## config.mk

```make
export PLATFORM = sky130hd
export DESIGN_NAME = srp_cell
export DESIGN_NICKNAME = d
export VERILOG_FILES = /design/src/design/srp_pkg.sv /design/src/design/srp_cell.sv
export SDC_FILE = /design/constraint.sdc
export NUM_CORES = 1
export LEC_CHECK = 0
export BUFFER_PORTS_ARGS = -buffer_cell sky130_fd_sc_hd__buf_2
export CORE_ASPECT_RATIO = 0.6
export CORE_UTILIZATION = 45
export CTS_CLUSTER_DIAMETER = 60
export DETAILED_ROUTE_END_ITERATION = 7
export GPL_TIMING_DRIVEN = 0
export PLACE_DENSITY = 0.85
export SETUP_SLACK_MARGIN = 0.4
export SKIP_LAST_GASP = 1
export SLEW_MARGIN = 40
export SYNTH_ARGS = -nofsm -noshare
export SYNTH_HDL_FRONTEND = slang
export SYNTH_SLANG_ARGS = --single-unit
```

## constraint.sdc

```tcl
create_clock -name clk -period 3.1 [get_ports clk]
set_clock_uncertainty 0.05 [all_clocks]
set_input_delay 0.62 -clock clk [delete_from_list [all_inputs] [get_ports clk]]
set_output_delay 0.62 -clock clk [all_outputs]
set_load 0.01 [all_outputs]
```

## src/design/srp_pkg.sv

```systemverilog
// shared types, constants and helpers for the shelf atlas rectangle packer
// no dependencies
package srp_pkg;

    localparam int SRP_MAX_SHELVES = 32;
    localparam int DIM_W           = 13;
    localparam int POS_W           = 12;
    localparam int APB_ADDR_W      = 3;
    localparam int APB_DATA_W      = 32;
    localparam int IN_TDATA_W      = 32;
    localparam int OUT_TDATA_W     = 24;

    localparam logic [DIM_W-1:0] ATLAS_RESET = 13'd512;
    localparam logic [POS_W-1:0] POS_MAX     = 12'd4095;

    localparam logic REG_ATLAS_WIDTH  = 1'b0;
    localparam logic REG_ATLAS_HEIGHT = 1'b1;

    // search token handed from cell to cell
    typedef struct packed {
        logic             active;
        logic [DIM_W-1:0] w;
        logic [DIM_W-1:0] h;
        logic             hit;
        logic [DIM_W-1:0] hit_space;
        logic [DIM_W-1:0] hit_top;
        logic             fb;
        logic [DIM_W-1:0] fb_space;
        logic [DIM_W-1:0] fb_top;
    } srp_token_t;

    // per-cell update command
    typedef struct packed {
        logic             open_en;
        logic [DIM_W-1:0] open_top;
        logic [DIM_W-1:0] open_height;
        logic [DIM_W-1:0] open_space;
        logic             space_en;
        logic             use_hit;
        logic [DIM_W-1:0] space;
    } srp_update_t;

    function automatic logic [POS_W-1:0] sat_pos(input logic [DIM_W-1:0] v);
        return v[DIM_W-1] ? POS_MAX : v[POS_W-1:0];
    endfunction

endpackage

```

## src/design/srp_cell.sv

```systemverilog
// one shelf of the packer: holds its height, free width and top, checks the passing token
// depends on srp_pkg
module srp_cell
    import srp_pkg::*;
(
    input  logic        clk,
    input  logic        rst_n,
    input  logic        live,
    input  srp_token_t  tok_in,
    output srp_token_t  tok_out,
    input  srp_update_t upd
);

    logic [DIM_W-1:0] height_reg, height_next;
    logic [DIM_W-1:0] space_reg, space_next;
    logic [DIM_W-1:0] top_reg, top_next;
    logic             hit_mark_reg, hit_mark_next;
    logic             fb_mark_reg, fb_mark_next;
    srp_token_t       tok_reg, tok_next;
    logic             fits;
    logic             tall_ok;
    logic             mine;

    assign fits    = (tok_in.h <= height_reg) && (tok_in.w <= space_reg);
    assign tall_ok = tok_in.h >= (height_reg >> 1);
    assign mine    = upd.use_hit ? hit_mark_reg : fb_mark_reg;

    always_comb
    begin
        tok_next      = tok_in;
        hit_mark_next = hit_mark_reg;
        fb_mark_next  = fb_mark_reg;
        if (tok_in.active)
        begin
            hit_mark_next = 1'b0;
            fb_mark_next  = 1'b0;
            if (live && !tok_in.hit && fits)
            begin
                if (tall_ok)
                begin
                    tok_next.hit       = 1'b1;
                    tok_next.hit_space = space_reg;
                    tok_next.hit_top   = top_reg;
                    hit_mark_next      = 1'b1;
                end
                else if (!tok_in.fb)
                begin
                    tok_next.fb       = 1'b1;
                    tok_next.fb_space = space_reg;
                    tok_next.fb_top   = top_reg;
                    fb_mark_next      = 1'b1;
                end
            end
        end
    end

    always_comb
    begin
        height_next = height_reg;
        space_next  = space_reg;
        top_next    = top_reg;
        if (upd.open_en)
        begin
            height_next = upd.open_height;
            space_next  = upd.open_space;
            top_next    = upd.open_top;
        end
        else if (upd.space_en && mine)
        begin
            space_next = upd.space;
        end
    end

    always_ff @(posedge clk or negedge rst_n)
    begin
        if (!rst_n)
        begin
            tok_reg       <= '0;
            hit_mark_reg  <= 1'b0;
            fb_mark_reg   <= 1'b0;
        end
        else
        begin
            tok_reg       <= tok_next;
            hit_mark_reg  <= hit_mark_next;
            fb_mark_reg   <= fb_mark_next;
        end
    end

    always_ff @(posedge clk)
    begin
        height_reg <= height_next;
        space_reg  <= space_next;
        top_reg    <= top_next;
    end

    assign tok_out = tok_reg;

endmodule

```

* Word level (Yosys, flattened, before mapping)
Index checks and enable logic that the tools add are counted.
** Storage, ports and cells
- Bits in registers :: 122
- Input port bits :: 139
- Output and inout bits :: 81
- Word-level logic and storage cells :: 36
** Operators by class
- Magnitude comparators :: 3
- Multiplexer cells :: 13
- Reduce and logical (&&, ||, !) cells :: 6
** Operators with widths (number)
- $mux W54 :: 2
- $mux W27 :: 2
- $le A13 B13 Y1 :: 2
- $mux W13 :: 2
- $mux W26 :: 1
- $ge A13 B12 Y1 :: 1
- $mux W1 :: 6
- $logic_and A1 B1 Y1 :: 4
- $reduce_bool A2 Y1 :: 1
- $logic_not A1 Y1 :: 1

* Depth between registers and ports, before layout
- Depth after elaboration :: 5
- Gate-level depth with buffers :: 11
- Depth with buffers taken out :: 9

* Least setup slack after synthesis
OpenSTA, ideal clock, no wires.
- Kind :: input-to-reg
- Start :: in tok_in[79] (netlist bit)
- End :: reg tok_reg, in the netlist tok_out[10]
- Setup time :: 0.125 ns
- Arrival time :: 2.668 ns
- Data required time :: 2.925 ns
- Slack :: 0.257 ns
- Cell stages on the path :: 9
- Buffers on the path :: 2
- Path through :: ha_1 or4b_4 a221oi_2 o211ai_1 a21oi_2 or3b_1 buf_6 buf_12 mux2_4
** RTL lines
- start, declared :: line srp_cell.sv:9 : input srp_token_t tok_in,
- end signal, assigned :: line srp_cell.sv:84 : tok_reg <= tok_next;
- end, declared :: line srp_cell.sv:19 : srp_token_t tok_reg, tok_next;

==> impl_metrics.py <==
metrics = {
    "synthesis": {
        "ys_seq_area_share_pct": 63.6,
        "synthAdderAreaFrac_pct": 9.31,
        "synth-edff-count": 39,
        "synth_top_family_by_area": "multiplexers",
        "syn_area_per_cell_sq_um": 15.5,
        "synthXorXnorAreaFrac_pct": 0,
        "synthMuxAreaShare_pct": 15.7,
        "synth-simple-area-share_pct": 3.43,
        "synth-compound-area-share_pct": 4.38,
        "ys_ff_latch": 122,
        "synth_flop_cell": "dfrtp_1",
        "async_flop_share_pct": 68.0,
        "ys_warn_count": 0,
        "synth_cell_types": 37,
        "mappedNetlistArea_sq_um": 5110,
        "synth_cells": 329,
        "syn_nets": 506,
    },
    "global_routing": {
        "grt_pass1_wl_microns": 20200,
        "grt_overflow": 0,
        "first_global_vias": 3989,
        "grt_max_degree": 46,
        "grt.total_usage_pct": 22.8,
        "antenna_found_initial": 0,
    },
    "placement": {
        "io_buffers": 219,
        "hpwlAfterDp_microns": 9360,
        "finalWeightedCongestion": 0.795,
        "pre_cts_slack_ps": -203,
        "place_inst": 688,
        "dpl_cell_area_sq_um": 6430,
    },
    "routing": {
        "num_vias": 3553,
        "wirelength_microns": 12400,
        "final_antenna_net_count": 0,
        "drt_pass1_iterations": 4,
        "wl_per_cell_microns": 17.2,
        "drc": 0,
        "vias_per_cell": 4.91,
        "drt_iter0_drc": 86,
    },
    "worst_setup_path": {
        "r2r_start": "space_reg[12]$_DFFE_PP_",
        "cpPeakStageDelay_ps": 530,
        "cp.required_ps": 3330,
        "cp_num_buf_inv": 3,
        "worst_setup_path_start_kind": "flip-flop",
        "regToRegSetupSlack_ps": 280,
        "crit_chain": "inv_2, ha_4, or4b_4, a221oi_2, o211ai_1, a21oi_2, or3b_1, buf_6, buf_12, mux2_4",
        "r2r-end": "tok_out[24]$_DFF_PN0_",
        "endpoint_kind": "flip-flop",
        "path_class": "flip-flop to flip-flop",
        "cp_data_arrival_time_ps": 3040,
        "crit_family": "simple AND/OR/NAND/NOR gates",
        "cp_max_fo": 10,
        "r2r_cells": 10,
        "cpMaxStageDelayCell": "or4b_4",
    },
    "clock_tree": {
        "cts.sink_count": 122,
        "clock_latency_ps": 400,
        "cts_tree": "built",
        "cts_root_buffer": "clkbuf_16",
        "cts_buffers": 17,
        "ctsHoldBuffers": 0,
        "clock_path_buffers": 2,
        "h-tree-depth": 4,
        "cts.reportedPaths.clkPinSlew_ps": 50,
    },
    "power": {
        "design_power_total_mw": 4.18,
        "power_density_nw_per_um2": 592,
        "power.leakage_nw": 3.52,
        "ir_worst_vdd_uv": 352,
    },
    "sta": {
        "min_period_ps": 2820,
        "finalHoldViolations": 0,
        "setup_ws_ps": 284,
        "fin_crit_sh_pct": 90.8,
        "timing.hold.ws_ps": 79.8,
        "slew_viol_final": 0,
        "setup_viol": 0,
        "max_freq_mhz": 355,
        "final.setup.tns_ps": 0,
        "slew_headroom_pct": 54.6,
        "rsz0062_at_grt": "yes",
        "worstMarginPinSlew_ps": 680,
    },
    "floorplanning": {
        "die_h_microns": 84.5,
        "io_pins": 220,
        "core_area_sq_um": 10800,
        "initial_utilization_pct": 47.2,
        "std_cell_rows": 29,
        "fp.dieW_microns": 140,
        "die_area_sq_um": 11800,
    },
    "worst_hold_path": {
        "min_path_type": "input port to asynchronous set/reset pin",
    },
    "cells_and_area": {
        "largest_reg_flops": 81,
        "design_area_sq_um": 7070,
        "fin_cells": 723,
        "syn2layout_area_growth_pct": 38.5,
        "nets": 748,
        "diodes": 0,
        "final_util_pct": 65.4,
        "drive_above_1_share_pct": 57.5,
    },
    "run_status": {
        "status": "finished clean",
    },
    "run": {
        "drv_cap": 0,
    },
}
## cells in the mapped netlist, types with 2 or more instances
cell | instances | area (sq um)
mux2_4 | 19 | 285
a21oi_1 | 11 | 55.1
nand4_1 | 4 | 25.0
edfxtp_1 | 39 | 1170
dfrtp_1 | 83 | 2080
nand2_1 | 8 | 30.0
buf_2 | 3 | 15.0
ha_1 | 38 | 475
nand3_1 | 5 | 25.0
o21ai_0 | 7 | 35.0
inv_1 | 30 | 113
mux2_2 | 46 | 518
a21o_1 | 3 | 22.5
nor2_1 | 7 | 26.3
buf_12 | 2 | 40.0
a211oi_1 | 3 | 22.5
## power breakdown
group	internal, mW	switching (mW)	leakage [nW]
Sequential	1.78	0.0372	1.35
Combinational	0.232	0.237	1.89
Clock	1.20	0.704	0.280
Total	3.21	0.977	3.52
## timing repair
| action | in CTS | in global routing |
|---|---|---|
| endpoints found under the setup margin | 53 | 45 |
| resized for setup | 9 | 4 |
| buffers inserted | 3 | 0 |
| pin swaps | 3 | 1 |
## worst reg2reg max path: cells and delay by family (launching register included)
kind            cells  cell delay, ps
compound gates      3             580
fa+ha+maj           1             150
buf+inv             3             360
flops               1             360
mux                 1             300
simple gates        2             910
## cells in the final DEF, fill, tap and decap left out, types with 4 or more instances in the layout
cell,n
clkinv_2,5
a21oi_1,11
dfrtp_1,83
buf_4,4
mux2_2,46
ha_1,37
o21ai_0,7
nand2_1,8
nand4_1,4
nor2_1,6
clkbuf_16,17
nand3_1,5
inv_1,29
mux2_4,19
buf_2,217
edfxtp_1,39
buf_12,6
## final cells by class
| class | count | area (sq um) |
|---|---|---|
| buffer | 7 | 115 |
| clock buffer | 20 | 447 |
| clock inverter | 12 | 126 |
| fill | 834 | 3740 |
| inverter | 30 | 113 |
| multi-input combinational | 170 | 1700 |
| sequential | 122 | 3250 |
| tap | 139 | 174 |
| timing repair buffer | 223 | 1150 |
## worst max path at each step
| stage | slack [ps] | from | end | cells past startpoint |
|---|---|---|---|---|
| final | 280 | space_reg[12]$_DFFE_PP_ | tok_out[24]$_DFF_PN0_ | 10 |
| after global routing | 190 | space_reg[12]$_DFFE_PP_ | tok_out[12]$_DFF_PN0_ | 10 |
| after CTS | 260 | space_reg[12]$_DFFE_PP_ | tok_out[8]$_DFF_PN0_ | 10 |
| after detailed placement | -200 | tok_in[70] | tok_out[18]$_DFF_PN0_ | 11 |
| after global placement | -200 | tok_in[70] | tok_out[24]$_DFF_PN0_ | 11 |
| after floorplan | 260 | tok_in[79] | tok_out[10]$_DFF_PN0_ | 9 |
## metal layers
metal,vias up,wire [microns],track usage (%)
met5,-,0,0
met4,0,148,8.69
met3,13,855,7.30
met2,152,6140,38.7
met1,1719,5300,27.4
li1,1669,-,-
## logic make-up (layout without fill, tap and decap cells)
group | Yosys count | after routing
AND/OR/NAND/NOR | 33 | 33
buffers and inverters | 37 | 292
flip-flops | 122 | 122
AO/OA/AOI/OAI | 34 | 34
adder cells (fa/ha/maj) | 38 | 38
multiplexers | 65 | 65
No activity file was read; power rests on OpenSTA's default activity.
